==> src/rnra_pkg.sv <==
// Shared types, constants and ring index helpers for the ring neighbor resource arbiter.
// No dependencies; every other file of the block uses this package.
package rnra_pkg;

  localparam int MAX_SEATS   = 16;
  localparam int SEAT_W      = 4;
  localparam int CNT_W       = 5;
  localparam int ADDR_W      = $clog2(MAX_SEATS);
  localparam int MAX_RESULTS = 3;
  localparam int FIFO_DEPTH  = 4;
  localparam int FIFO_AW     = $clog2(FIFO_DEPTH);
  localparam int FIFO_CW     = $clog2(FIFO_DEPTH + 1);
  localparam int WIN_SLOTS   = 5;

  localparam logic [CNT_W-1:0] RESET_SEATS = CNT_W'(16);
  localparam logic [CNT_W-1:0] MIN_RING    = CNT_W'(2);
  localparam logic [CNT_W-1:0] MAX_RING    = CNT_W'(MAX_SEATS);

  typedef enum logic [1:0] {
    SEAT_THINK  = 2'd0,
    SEAT_HUNGRY = 2'd1,
    SEAT_EAT    = 2'd2
  } seat_st_t;

  typedef enum logic [1:0] {
    RES_GRANTED  = 2'd0,
    RES_WAITING  = 2'd1,
    RES_RELEASED = 2'd2,
    RES_IGNORED  = 2'd3
  } res_t;

  localparam logic MODE_REQUEST = 1'b0;
  localparam logic MODE_RELEASE = 1'b1;

  typedef struct packed {
    logic              re;
    logic [ADDR_W-1:0] raddr;
    logic              we;
    logic [ADDR_W-1:0] waddr;
    seat_st_t          wdata;
  } mem_req_t;

  typedef struct packed {
    logic [SEAT_W-1:0] target_seat;
    res_t              event_res;
    logic              last;
  } res_item_t;

  function automatic logic [CNT_W-1:0] left_of(logic [CNT_W-1:0] x, logic [CNT_W-1:0] n);
    return (x == '0) ? (n - CNT_W'(1)) : (x - CNT_W'(1));
  endfunction

  function automatic logic [CNT_W-1:0] right_of(logic [CNT_W-1:0] x, logic [CNT_W-1:0] n);
    return ((x + CNT_W'(1)) >= n) ? '0 : (x + CNT_W'(1));
  endfunction

endpackage

==> src/rnra_if.sv <==
// Valid/ready channel interfaces for the request input and the result output.
// Depends on rnra_pkg for the field widths.
interface rnra_in_if;
  logic                      valid;
  logic                      ready;
  logic [rnra_pkg::SEAT_W-1:0] seat;
  logic                      mode;

  modport source (output valid, output seat, output mode, input ready);
  modport sink (input valid, input seat, input mode, output ready);
endinterface

interface rnra_out_if;
  logic                      valid;
  logic                      ready;
  logic [rnra_pkg::SEAT_W-1:0] target_seat;
  logic [1:0]                event_res;
  logic                      last;

  modport source (output valid, output target_seat, output event_res, output last, input ready);
  modport sink (input valid, input target_seat, input event_res, input last, output ready);
endinterface

==> src/rnra_state_mem.sv <==
// Seat state memory: synchronous RAM with registered read data plus per-entry valid bits.
// An entry that was never written since reset reads as thinking. Depends on rnra_pkg.
module rnra_state_mem (
  input  logic               clk,
  input  logic               rst_n,
  input  rnra_pkg::mem_req_t req,
  output rnra_pkg::seat_st_t rdata
);
  import rnra_pkg::*;

  seat_st_t             mem_r [MAX_SEATS];
  logic [MAX_SEATS-1:0] vld_r;
  seat_st_t             rd_r;
  logic                 rd_vld_r;

  always_ff @(posedge clk) begin
    if (req.we) begin
      mem_r[req.waddr] <= req.wdata;
    end
    if (req.re) begin
      rd_r     <= mem_r[req.raddr];
      rd_vld_r <= vld_r[req.raddr];
    end
  end

  always_ff @(posedge clk) begin
    if (!rst_n) begin
      vld_r <= '0;
    end else if (req.we) begin
      vld_r[req.waddr] <= 1'b1;
    end
  end

  assign rdata = rd_vld_r ? rd_r : SEAT_THINK;

endmodule

==> src/rnra_out_fifo.sv <==
// Result queue between the sequencer and the output channel.
// Holds up to FIFO_DEPTH result transactions. Depends on rnra_pkg and rnra_out_if.
module rnra_out_fifo (
  input  logic                    clk,
  input  logic                    rst_n,
  input  logic                    push,
  input  rnra_pkg::res_item_t     push_item,
  output logic [rnra_pkg::FIFO_CW-1:0] count,
  rnra_out_if.source              out_ch
);
  import rnra_pkg::*;

  res_item_t          buf_r [FIFO_DEPTH];
  logic [FIFO_AW-1:0] wr_ptr_r, wr_ptr_nxt;
  logic [FIFO_AW-1:0] rd_ptr_r, rd_ptr_nxt;
  logic [FIFO_CW-1:0] cnt_r, cnt_nxt;
  logic               pop;

  assign pop                = out_ch.valid && out_ch.ready;
  assign out_ch.valid       = (cnt_r != '0);
  assign out_ch.target_seat = buf_r[rd_ptr_r].target_seat;
  assign out_ch.event_res   = buf_r[rd_ptr_r].event_res;
  assign out_ch.last        = buf_r[rd_ptr_r].last;
  assign count              = cnt_r;

  always_comb begin
    wr_ptr_nxt = push ? (wr_ptr_r + FIFO_AW'(1)) : wr_ptr_r;
    rd_ptr_nxt = pop ? (rd_ptr_r + FIFO_AW'(1)) : rd_ptr_r;
    cnt_nxt    = cnt_r + FIFO_CW'(push) - FIFO_CW'(pop);
  end

  always_ff @(posedge clk) begin
    if (push) begin
      buf_r[wr_ptr_r] <= push_item;
    end
  end

  always_ff @(posedge clk) begin
    if (!rst_n) begin
      wr_ptr_r <= '0;
      rd_ptr_r <= '0;
      cnt_r    <= '0;
    end else begin
      wr_ptr_r <= wr_ptr_nxt;
      rd_ptr_r <= rd_ptr_nxt;
      cnt_r    <= cnt_nxt;
    end
  end

endmodule

==> src/rnra_seq.sv <==
// Event sequencer: reads the five-seat neighborhood from the state memory, decides the
// grants and writes the changed seats back. Depends on rnra_pkg and rnra_in_if.
module rnra_seq (
  input  logic                        clk,
  input  logic                        rst_n,
  rnra_in_if.sink                     in_ch,
  input  logic                        cfg_we,
  input  logic [rnra_pkg::CNT_W-1:0]  cfg_wdata,
  output rnra_pkg::mem_req_t          mem_req,
  input  rnra_pkg::seat_st_t          mem_rdata,
  input  logic [rnra_pkg::FIFO_CW-1:0] fifo_cnt,
  output logic                        res_push,
  output rnra_pkg::res_item_t         res_item
);
  import rnra_pkg::*;

  typedef enum logic [3:0] {
    SQ_IDLE  = 4'b0001,
    SQ_READ  = 4'b0010,
    SQ_DRAIN = 4'b0100,
    SQ_WB    = 4'b1000
  } sq_state_t;

  localparam logic [FIFO_CW-1:0] FIFO_ROOM = FIFO_CW'(FIFO_DEPTH - MAX_RESULTS);
  localparam logic [2:0]         LAST_RD   = 3'(WIN_SLOTS - 1);
  localparam logic [2:0]         LAST_WB   = 3'(MAX_RESULTS - 1);

  sq_state_t         state_r, state_nxt;
  logic [2:0]        cnt_r, cnt_nxt;
  logic [ADDR_W-1:0] idx_r [WIN_SLOTS];
  logic [ADDR_W-1:0] idx_nxt [WIN_SLOTS];
  seat_st_t          win_r [WIN_SLOTS];
  seat_st_t          win_nxt [WIN_SLOTS];
  logic              mode_r, mode_nxt;
  logic              pend_r, pend_nxt;
  logic [2:0]        slot_r, slot_nxt;
  logic [CNT_W-1:0]  seats_r, seats_nxt;

  logic [CNT_W-1:0]  ring_n;
  logic [CNT_W-1:0]  s_c, l_c, ll_c, r_c, rr_c;
  logic              accept;
  logic              in_range;
  logic              ign, grant_s, grant_l, grant_r;
  seat_st_t          new_s;
  seat_st_t          st_a [WIN_SLOTS];
  seat_st_t          st_b [WIN_SLOTS];
  seat_st_t          st_c [WIN_SLOTS];
  logic [2:0]        wb_slot;

  always_comb begin
    if (seats_r < MIN_RING) begin
      ring_n = MIN_RING;
    end else if (seats_r > MAX_RING) begin
      ring_n = MAX_RING;
    end else begin
      ring_n = seats_r;
    end
  end

  assign in_ch.ready = (state_r == SQ_IDLE) && (fifo_cnt <= FIFO_ROOM);
  assign accept      = in_ch.valid && in_ch.ready;
  assign s_c         = {1'b0, in_ch.seat};
  assign in_range    = s_c < ring_n;
  assign l_c         = left_of(s_c, ring_n);
  assign ll_c        = left_of(l_c, ring_n);
  assign r_c         = right_of(s_c, ring_n);
  assign rr_c        = right_of(r_c, ring_n);

  // Slot 2 is the seat itself; slots 1 and 3 its neighbors, 0 and 4 theirs.
  // Small rings alias slots, so every update is applied to all slots of that seat.
  always_comb begin
    ign     = (mode_r == MODE_REQUEST) ? (win_r[2] != SEAT_THINK) : (win_r[2] != SEAT_EAT);
    grant_s = (win_r[1] != SEAT_EAT) && (win_r[3] != SEAT_EAT);
    new_s   = (mode_r == MODE_RELEASE) ? SEAT_THINK : (grant_s ? SEAT_EAT : SEAT_HUNGRY);
    for (int i = 0; i < WIN_SLOTS; i++) begin
      st_a[i] = (idx_r[i] == idx_r[2]) ? new_s : win_r[i];
    end
    grant_l = (mode_r == MODE_RELEASE) && !ign && (st_a[1] == SEAT_HUNGRY) &&
              (st_a[0] != SEAT_EAT) && (st_a[2] != SEAT_EAT);
    for (int i = 0; i < WIN_SLOTS; i++) begin
      st_b[i] = (grant_l && (idx_r[i] == idx_r[1])) ? SEAT_EAT : st_a[i];
    end
    grant_r = (mode_r == MODE_RELEASE) && !ign && (st_b[3] == SEAT_HUNGRY) &&
              (st_b[2] != SEAT_EAT) && (st_b[4] != SEAT_EAT);
    for (int i = 0; i < WIN_SLOTS; i++) begin
      st_c[i] = (grant_r && (idx_r[i] == idx_r[3])) ? SEAT_EAT : st_b[i];
    end
  end

  assign wb_slot = cnt_r + 3'd1;

  always_comb begin
    state_nxt = state_r;
    cnt_nxt   = cnt_r;
    mode_nxt  = mode_r;
    pend_nxt  = 1'b0;
    slot_nxt  = slot_r;
    seats_nxt = cfg_we ? cfg_wdata : seats_r;
    for (int i = 0; i < WIN_SLOTS; i++) begin
      idx_nxt[i] = idx_r[i];
      win_nxt[i] = win_r[i];
    end
    if (pend_r) begin
      win_nxt[slot_r] = mem_rdata;
    end
    mem_req       = '0;
    mem_req.raddr = idx_r[cnt_r];
    mem_req.waddr = idx_r[wb_slot];
    mem_req.wdata = st_c[wb_slot];
    res_push      = 1'b0;
    res_item      = '0;

    case (state_r)
      SQ_IDLE: begin
        if (accept) begin
          if (in_range) begin
            idx_nxt[0] = ll_c[ADDR_W-1:0];
            idx_nxt[1] = l_c[ADDR_W-1:0];
            idx_nxt[2] = s_c[ADDR_W-1:0];
            idx_nxt[3] = r_c[ADDR_W-1:0];
            idx_nxt[4] = rr_c[ADDR_W-1:0];
            mode_nxt   = in_ch.mode;
            cnt_nxt    = '0;
            state_nxt  = SQ_READ;
          end else begin
            res_push             = 1'b1;
            res_item.target_seat = in_ch.seat;
            res_item.event_res   = RES_IGNORED;
            res_item.last        = 1'b1;
          end
        end
      end
      SQ_READ: begin
        mem_req.re = 1'b1;
        pend_nxt   = 1'b1;
        slot_nxt   = cnt_r;
        if (cnt_r == LAST_RD) begin
          cnt_nxt   = '0;
          state_nxt = SQ_DRAIN;
        end else begin
          cnt_nxt = cnt_r + 3'd1;
        end
      end
      SQ_DRAIN: begin
        cnt_nxt   = '0;
        state_nxt = SQ_WB;
      end
      SQ_WB: begin
        mem_req.we = !ign;
        case (cnt_r)
          3'd0: begin
            res_push             = 1'b1;
            res_item.target_seat = idx_r[2];
            if (ign) begin
              res_item.event_res = RES_IGNORED;
            end else if (mode_r == MODE_RELEASE) begin
              res_item.event_res = RES_RELEASED;
            end else begin
              res_item.event_res = grant_s ? RES_GRANTED : RES_WAITING;
            end
            res_item.last = !grant_l && !grant_r;
          end
          3'd1: begin
            res_push             = grant_l;
            res_item.target_seat = idx_r[1];
            res_item.event_res   = RES_GRANTED;
            res_item.last        = !grant_r;
          end
          default: begin
            res_push             = grant_r;
            res_item.target_seat = idx_r[3];
            res_item.event_res   = RES_GRANTED;
            res_item.last        = 1'b1;
          end
        endcase
        if (cnt_r == LAST_WB) begin
          cnt_nxt   = '0;
          state_nxt = SQ_IDLE;
        end else begin
          cnt_nxt = cnt_r + 3'd1;
        end
      end
      default: begin
        state_nxt = SQ_IDLE;
      end
    endcase
  end

  always_ff @(posedge clk) begin
    for (int i = 0; i < WIN_SLOTS; i++) begin
      idx_r[i] <= idx_nxt[i];
      win_r[i] <= win_nxt[i];
    end
    mode_r <= mode_nxt;
    slot_r <= slot_nxt;
  end

  always_ff @(posedge clk) begin
    if (!rst_n) begin
      state_r <= SQ_IDLE;
      cnt_r   <= '0;
      pend_r  <= 1'b0;
      seats_r <= RESET_SEATS;
    end else begin
      state_r <= state_nxt;
      cnt_r   <= cnt_nxt;
      pend_r  <= pend_nxt;
      seats_r <= seats_nxt;
    end
  end

  a_write_only_in_wb: assert property (@(posedge clk) disable iff (!rst_n)
    mem_req.we |-> (state_r == SQ_WB))
    else $error("state memory written outside write-back");

  a_no_fifo_overflow: assert property (@(posedge clk) disable iff (!rst_n)
    res_push |-> (fifo_cnt != FIFO_CW'(FIFO_DEPTH)))
    else $error("result pushed into a full queue");

  a_accept_when_idle: assert property (@(posedge clk) disable iff (!rst_n)
    accept |-> (state_r == SQ_IDLE))
    else $error("transaction accepted while busy");

  a_drain_then_wb: assert property (@(posedge clk) disable iff (!rst_n)
    (state_r == SQ_DRAIN) |=> (state_r == SQ_WB) && pend_r == 1'b0)
    else $error("read drain not followed by write-back");

endmodule

==> src/ring_neighbor_resource_arbiter.sv <==
// Ring neighbor resource arbiter, top level.
// Clients sit in a ring; each shares a resource with its left and right neighbor.
// in_ch carries one event transaction (seat, mode): mode 0 requests, mode 1 releases.
// out_ch returns one to three result transactions per event (target_seat, event_res,
// last), with last set on the final one. A request gives granted, waiting or ignored;
// a release gives released, then granted for the left and for the right neighbor when
// those waiting clients can now proceed, or only ignored when the seat is not eating.
// cfg_we/cfg_wdata set the ring size, which is clamped to 2..16; write it only while
// no event is in flight. An event in the ring makes five reads of the seat neighborhood
// from the one-port-read state memory, waits in a drain state for the last read data,
// then writes back the seat and its neighbors while queueing the results. An event
// for a seat outside the ring yields ignored straight from the idle state.
// Results go through a four-entry queue, so a stalled receiver holds results there;
// new events are accepted only while idle and at least three entries are free.
// Reset (rst_n low at a clock edge) sets every seat to thinking and the ring size to 16.
module ring_neighbor_resource_arbiter (
  input  logic                       clk,
  input  logic                       rst_n,
  rnra_in_if.sink                    in_ch,
  rnra_out_if.source                 out_ch,
  input  logic                       cfg_we,
  input  logic [rnra_pkg::CNT_W-1:0] cfg_wdata
);
  import rnra_pkg::*;

  mem_req_t           mem_req;
  seat_st_t           mem_rdata;
  logic [FIFO_CW-1:0] fifo_cnt;
  logic               res_push;
  res_item_t          res_item;

  rnra_seq u_seq (
    .clk       (clk),
    .rst_n     (rst_n),
    .in_ch     (in_ch),
    .cfg_we    (cfg_we),
    .cfg_wdata (cfg_wdata),
    .mem_req   (mem_req),
    .mem_rdata (mem_rdata),
    .fifo_cnt  (fifo_cnt),
    .res_push  (res_push),
    .res_item  (res_item)
  );

  rnra_state_mem u_mem (
    .clk   (clk),
    .rst_n (rst_n),
    .req   (mem_req),
    .rdata (mem_rdata)
  );

  rnra_out_fifo u_fifo (
    .clk       (clk),
    .rst_n     (rst_n),
    .push      (res_push),
    .push_item (res_item),
    .count     (fifo_cnt),
    .out_ch    (out_ch)
  );

endmodule
==> src/flat_wrapper.sv <==
// flat-port wrapper written by rule: the top's interface ports become plain ports
module ring_neighbor_resource_arbiter_flat import rnra_pkg::*;
  (clk, rst_n, cfg_we, cfg_wdata, in_ch_valid, in_ch_seat, in_ch_mode, in_ch_ready, out_ch_valid, out_ch_target_seat, out_ch_event_res, out_ch_last, out_ch_ready);
  rnra_in_if in_ch_i ();
  rnra_out_if out_ch_i ();
  input  logic clk;
  input  logic rst_n;
  input  logic cfg_we;
  input  logic [rnra_pkg::CNT_W-1:0] cfg_wdata;
  input wire logic [$bits(in_ch_i.valid)-1:0] in_ch_valid;
  input wire logic [$bits(in_ch_i.seat)-1:0] in_ch_seat;
  input wire logic [$bits(in_ch_i.mode)-1:0] in_ch_mode;
  output wire logic [$bits(in_ch_i.ready)-1:0] in_ch_ready;
  output wire logic [$bits(out_ch_i.valid)-1:0] out_ch_valid;
  output wire logic [$bits(out_ch_i.target_seat)-1:0] out_ch_target_seat;
  output wire logic [$bits(out_ch_i.event_res)-1:0] out_ch_event_res;
  output wire logic [$bits(out_ch_i.last)-1:0] out_ch_last;
  input wire logic [$bits(out_ch_i.ready)-1:0] out_ch_ready;
  assign in_ch_i.valid = in_ch_valid;
  assign in_ch_i.seat = in_ch_seat;
  assign in_ch_i.mode = in_ch_mode;
  assign in_ch_ready = in_ch_i.ready;
  assign out_ch_valid = out_ch_i.valid;
  assign out_ch_target_seat = out_ch_i.target_seat;
  assign out_ch_event_res = out_ch_i.event_res;
  assign out_ch_last = out_ch_i.last;
  assign out_ch_i.ready = out_ch_ready;
  ring_neighbor_resource_arbiter u_core (.clk(clk), .rst_n(rst_n), .in_ch(in_ch_i), .out_ch(out_ch_i), .cfg_we(cfg_we), .cfg_wdata(cfg_wdata));
endmodule
==> config.mk <==
export PLATFORM = sky130hd
export DESIGN_NAME = ring_neighbor_resource_arbiter_flat
export DESIGN_NICKNAME = d
export VERILOG_FILES = /design/src/rnra_pkg.sv /design/src/rnra_if.sv /design/src/rnra_state_mem.sv /design/src/rnra_out_fifo.sv /design/src/rnra_seq.sv /design/src/ring_neighbor_resource_arbiter.sv /design/src/flat_wrapper.sv
export SDC_FILE = /design/constraint.sdc
export NUM_CORES = 1
export LEC_CHECK = 0
export BUFFER_PORTS_ARGS = -buffer_cell sky130_fd_sc_hd__buf_4
export CORE_ASPECT_RATIO = 1.2
export CORE_MARGIN = 3
export CORE_UTILIZATION = 40
export CTS_BUF_LIST = sky130_fd_sc_hd__clkbuf_4 sky130_fd_sc_hd__clkbuf_8 sky130_fd_sc_hd__clkbuf_16
export DETAILED_ROUTE_END_ITERATION = 7
export GPL_TIMING_DRIVEN = 0
export PLACE_DENSITY = 0.62
export SYNTH_ARGS = -nofsm -noshare
export SYNTH_HDL_FRONTEND = slang
export SYNTH_SLANG_ARGS = --single-unit
==> constraint.sdc <==
create_clock -name clk -period 5.15 [get_ports clk]
set_input_delay 0.7725 -clock clk [delete_from_list [all_inputs] [get_ports clk]]
set_output_delay 0.7725 -clock clk [all_outputs]
set_load 0.01 [all_outputs]
==> flow_metrics.tcl <==
set metrics [dict create \
    rows 53 \
    synth_edf_count 97 \
    syn2layout_area_growth_pct 14.27 \
    finalCoreUtilization_pct 47.40 \
    crit_slowest_cell "o21ai_0" \
    finalSetupViolCount 0 \
    ir_drop_mv 0.2329 \
    synthArstFlopShare_pct 0 \
    syn_avg_cell_area_um2 12.13 \
    wl_mm 15.55 \
    crit_fanout 6 \
    cts_resized 0 \
    viasPerCell 5.421 \
    worstSetupStartpointType "flop" \
    cts_root_buf "clkbuf_16" \
    gp_congestion 0.8539 \
    slew_viol_final 0 \
    path_clk_slew_ns 0.06 \
    reg2reg_slack_ns 0.59 \
    drive_above_1_share_pct 16.29 \
    fp.coreArea_um2 17770 \
    critPathMostFrequentCell "ha_1" \
    drt-initial-drc-count 229 \
    die-area_um2 20100 \
    max_stage_delay_ns 0.57 \
    syn_inst 608 \
    required_ns 5.30 \
    yosysWarnings 0 \
    initial_core_util_pct 41.48 \
    grt_max_degree 21 \
    synth_top_area_cell "edfxtp_1" \
    cts_tree "built" \
    finalClockSkew_ns 0.01298 \
    arrival_ns 4.71 \
    grtUsageTotal_pct 16.48 \
    numCtsBuffers 17 \
    die_h_um 154.7 \
    vias 4787 \
    antenna_left 0 \
    ys_seq_area_share_pct 50.64 \
    endpoint_kind "flop" \
    cap_violations 0 \
    io_pins 24 \
    worstPathCellList "nor2_1, o21ai_0, ha_1, a21boi_0, o21ai_0, nand2b_1, maj3_1, a21o_1, nor2_1, ha_1, ha_1, a21o_1, a21oi_1, nand2_1, a2111oi_0" \
    rsz0062_at_grt "false" \
    grt_pass1_wl_mm 25.63 \
    cts_hold_buffers 0 \
    hold_viol 0 \
    cts.sinks 138 \
    synth_area_um2 7372 \
    first_global_vias 5014 \
    port_buffers 21 \
    final_area_um2 8424 \
    synth_area_leaders "edfxtp_1 (40%), dfxtp_1 (11%), mux4_2 (7.6%), ha_1 (5.1%), xor2_1 (4.4%)" \
    crit_type "flop to flop" \
    synthesis.nets 654 \
    period_share_pct 88.58 \
    maxSlewHeadroom_pct 23.39 \
    power_leakage_uw 0.003051 \
    cts_setup_buffers 0 \
    layout.nets 696 \
    max_freq_mhz 219.2 \
    wl_per_cell_um 17.61 \
    tightest_slew_ns 1.149 \
    clockBufferDepth 2 \
    synth.top_cell.area_share_pct 39.51 \
    final.min_clock_period_ns 4.562 \
    setup_tns_ns 0 \
    firstDrtPassIters 5 \
    clock_latency_ns 0.42 \
    htreeDepth 4 \
    cp_top_family "compound AO/OA/AOI/OAI gates" \
    grt_overflow 0 \
    path_buf_inv 0 \
    die_w_um 129.9 \
    drc 0 \
    num_antenna_cells 0 \
    status "finished, final reports clean" \
    post-dp-hpwl_mm 11.64 \
    synth.distinct_cells 64 \
    dpl_cell_area_um2 7849 \
    antenna_found_initial 0 \
    powerDensity_nw_per_um2 429.9 \
    ys_ff_latch 138 \
    synthFlopType "edfxtp_1" \
    hold_class "flop to flop" \
]
-- registers in the layout, indices dropped and copies added (netlist names), named ones only --
name,cells
u_core.u_mem.mem_r,32
u_core.u_fifo.buf_r,28
u_core.u_seq.idx_r,20
u_core.u_mem.vld_r,16
u_core.u_seq.win_r,10
u_core.u_seq.seats_r,5
u_core.u_seq.state_r,4
u_core.u_fifo.count,3
u_core.u_seq.cnt_r,3
u_core.u_seq.slot_r,3
u_core.u_fifo.rd_ptr_r,2
u_core.u_fifo.wr_ptr_r,2
u_core.u_mem.rd_r,2
u_core.u_mem.rd_vld_r,1
u_core.u_seq.mode_r,1
u_core.u_seq.pend_r,1
-- power by group --
| part | internal, µW | total, µW | leakage, µW | switching [µW] |
|---|---|---|---|---|
| Clock | 645 | 1160 | 0.000282 | 520 |
| Sequential | 1330 | 1390 | 0.00122 | 60.8 |
| Combinational | 457 | 1070 | 0.00155 | 610 |
| Total | 2430 | 3620 | 0.00305 | 1190 |
-- worst register-to-register path: cells and delay by family, from the launching register on --
| kind | cells | cell delay [ns] |
|---|---|---|
| simple gates | 4 | 0.52 |
| compound gates | 7 | 2.04 |
| flops | 1 | 0.44 |
| fa+ha+maj | 4 | 1.29 |
-- cells in the final DEF, fill, tap and decap left out, types with 4 or more instances in the layout --
cell / instances
ha_1: 30
clkbuf_1: 26
a21oi_1: 12
o211ai_1: 5
a22oi_1: 11
nor3b_1: 5
buf_2: 4
buf_4: 23
mux2i_1: 23
inv_1: 25
inv_8: 5
nor2_1: 47
a21boi_0: 7
xnor2_1: 11
nor4_1: 8
nand2b_1: 9
dfxtp_1: 41
mux4_2: 25
nor3_1: 8
and2_1: 13
nand2_1: 38
xor2_1: 37
o21a_1: 20
nor2b_1: 15
inv_6: 5
edfxtp_1: 97
clkbuf_16: 17
mux2_2: 7
o21ai_0: 22
-- per-layer routing --
layer  wire [µm]  vias to the layer above  GRT usage, %
met1        6689                     2346         20.19
met3         612                       11         2.591
met5           0                        -             0
li1            -                     2337             -
met4         184                        0         6.238
met2        8068                       93         28.95
-- kinds of logic (layout without fill, tap and decap cells) --
| logic type | after synthesis | count (layout) | synth area share [%] |
|---|---|---|---|
| simple gates | 164 | 164 | 11.64 |
| compound gates | 109 | 109 | 10.57 |
| flops | 138 | 138 | 50.64 |
| xor+xnor | 48 | 48 | 5.703 |
| buf+inv | 60 | 115 | 3.394 |
| mux | 57 | 57 | 12.54 |
| fa+ha+maj | 32 | 32 | 5.499 |
-- final timing paths --
path	start	endpoint	cells past startpoint
setup / recovery	u_core.u_seq.seats_r[2]$_SDFFE_PN0P_	u_core.u_seq.idx_r[4][3]$_SDFFCE_PP0P_	15
hold / removal	u_core.u_mem.vld_r[5]$_SDFFE_PN0P_	u_core.u_mem.vld_r[5]$_SDFFE_PN0P_	1
setup reg to reg	u_core.u_seq.seats_r[2]$_SDFFE_PN0P_	u_core.u_seq.idx_r[4][3]$_SDFFCE_PP0P_	15
hold reg to reg	u_core.u_mem.vld_r[5]$_SDFFE_PN0P_	u_core.u_mem.vld_r[5]$_SDFFE_PN0P_	1
-- synthesized netlist by cell type, types with 4 or more instances --
cell type   n
a21boi_0    7
mux2_2      7
nor3b_1     5
inv_1      25
a21oi_1    12
xor2_1     37
nor3_1      8
o21a_1     20
xnor2_1    11
buf_2       4
o211ai_1    5
nor2b_1    16
nand2b_1    9
nor4_1      8
mux2i_1    23
o21ai_0    22
clkbuf_1   26
dfxtp_1    41
nor2_1     47
a22oi_1    11
edfxtp_1   97
and2_1     13
ha_1       30
mux4_2     25
nand2_1    38
-- final cells by class --
type	count	area (µm²)
clock inverter	15	150.1
inverter	25	93.84
multi-input combinational	410	3397
buffer	35	156.4
tap	220	275.3
fill	1590	9348
sequential	138	3734
clock buffer	17	425.4
timing repair buffer	23	192.7
-- through the flow --
stage,setup WS (ns),hold slack [ns],std cells,total power [µW]
after floorplan,1.008,0.4354,608,2177
after global placement,0.2095,0.4432,849,2430
after detailed placement,0.2483,0.4513,851,2483
after CTS,0.5347,0.4654,883,3655
after global routing,0.2238,0.4787,883,3821
final,0.5880,0.4639,883,3622
No activity file was read; power rests on OpenSTA's default activity.
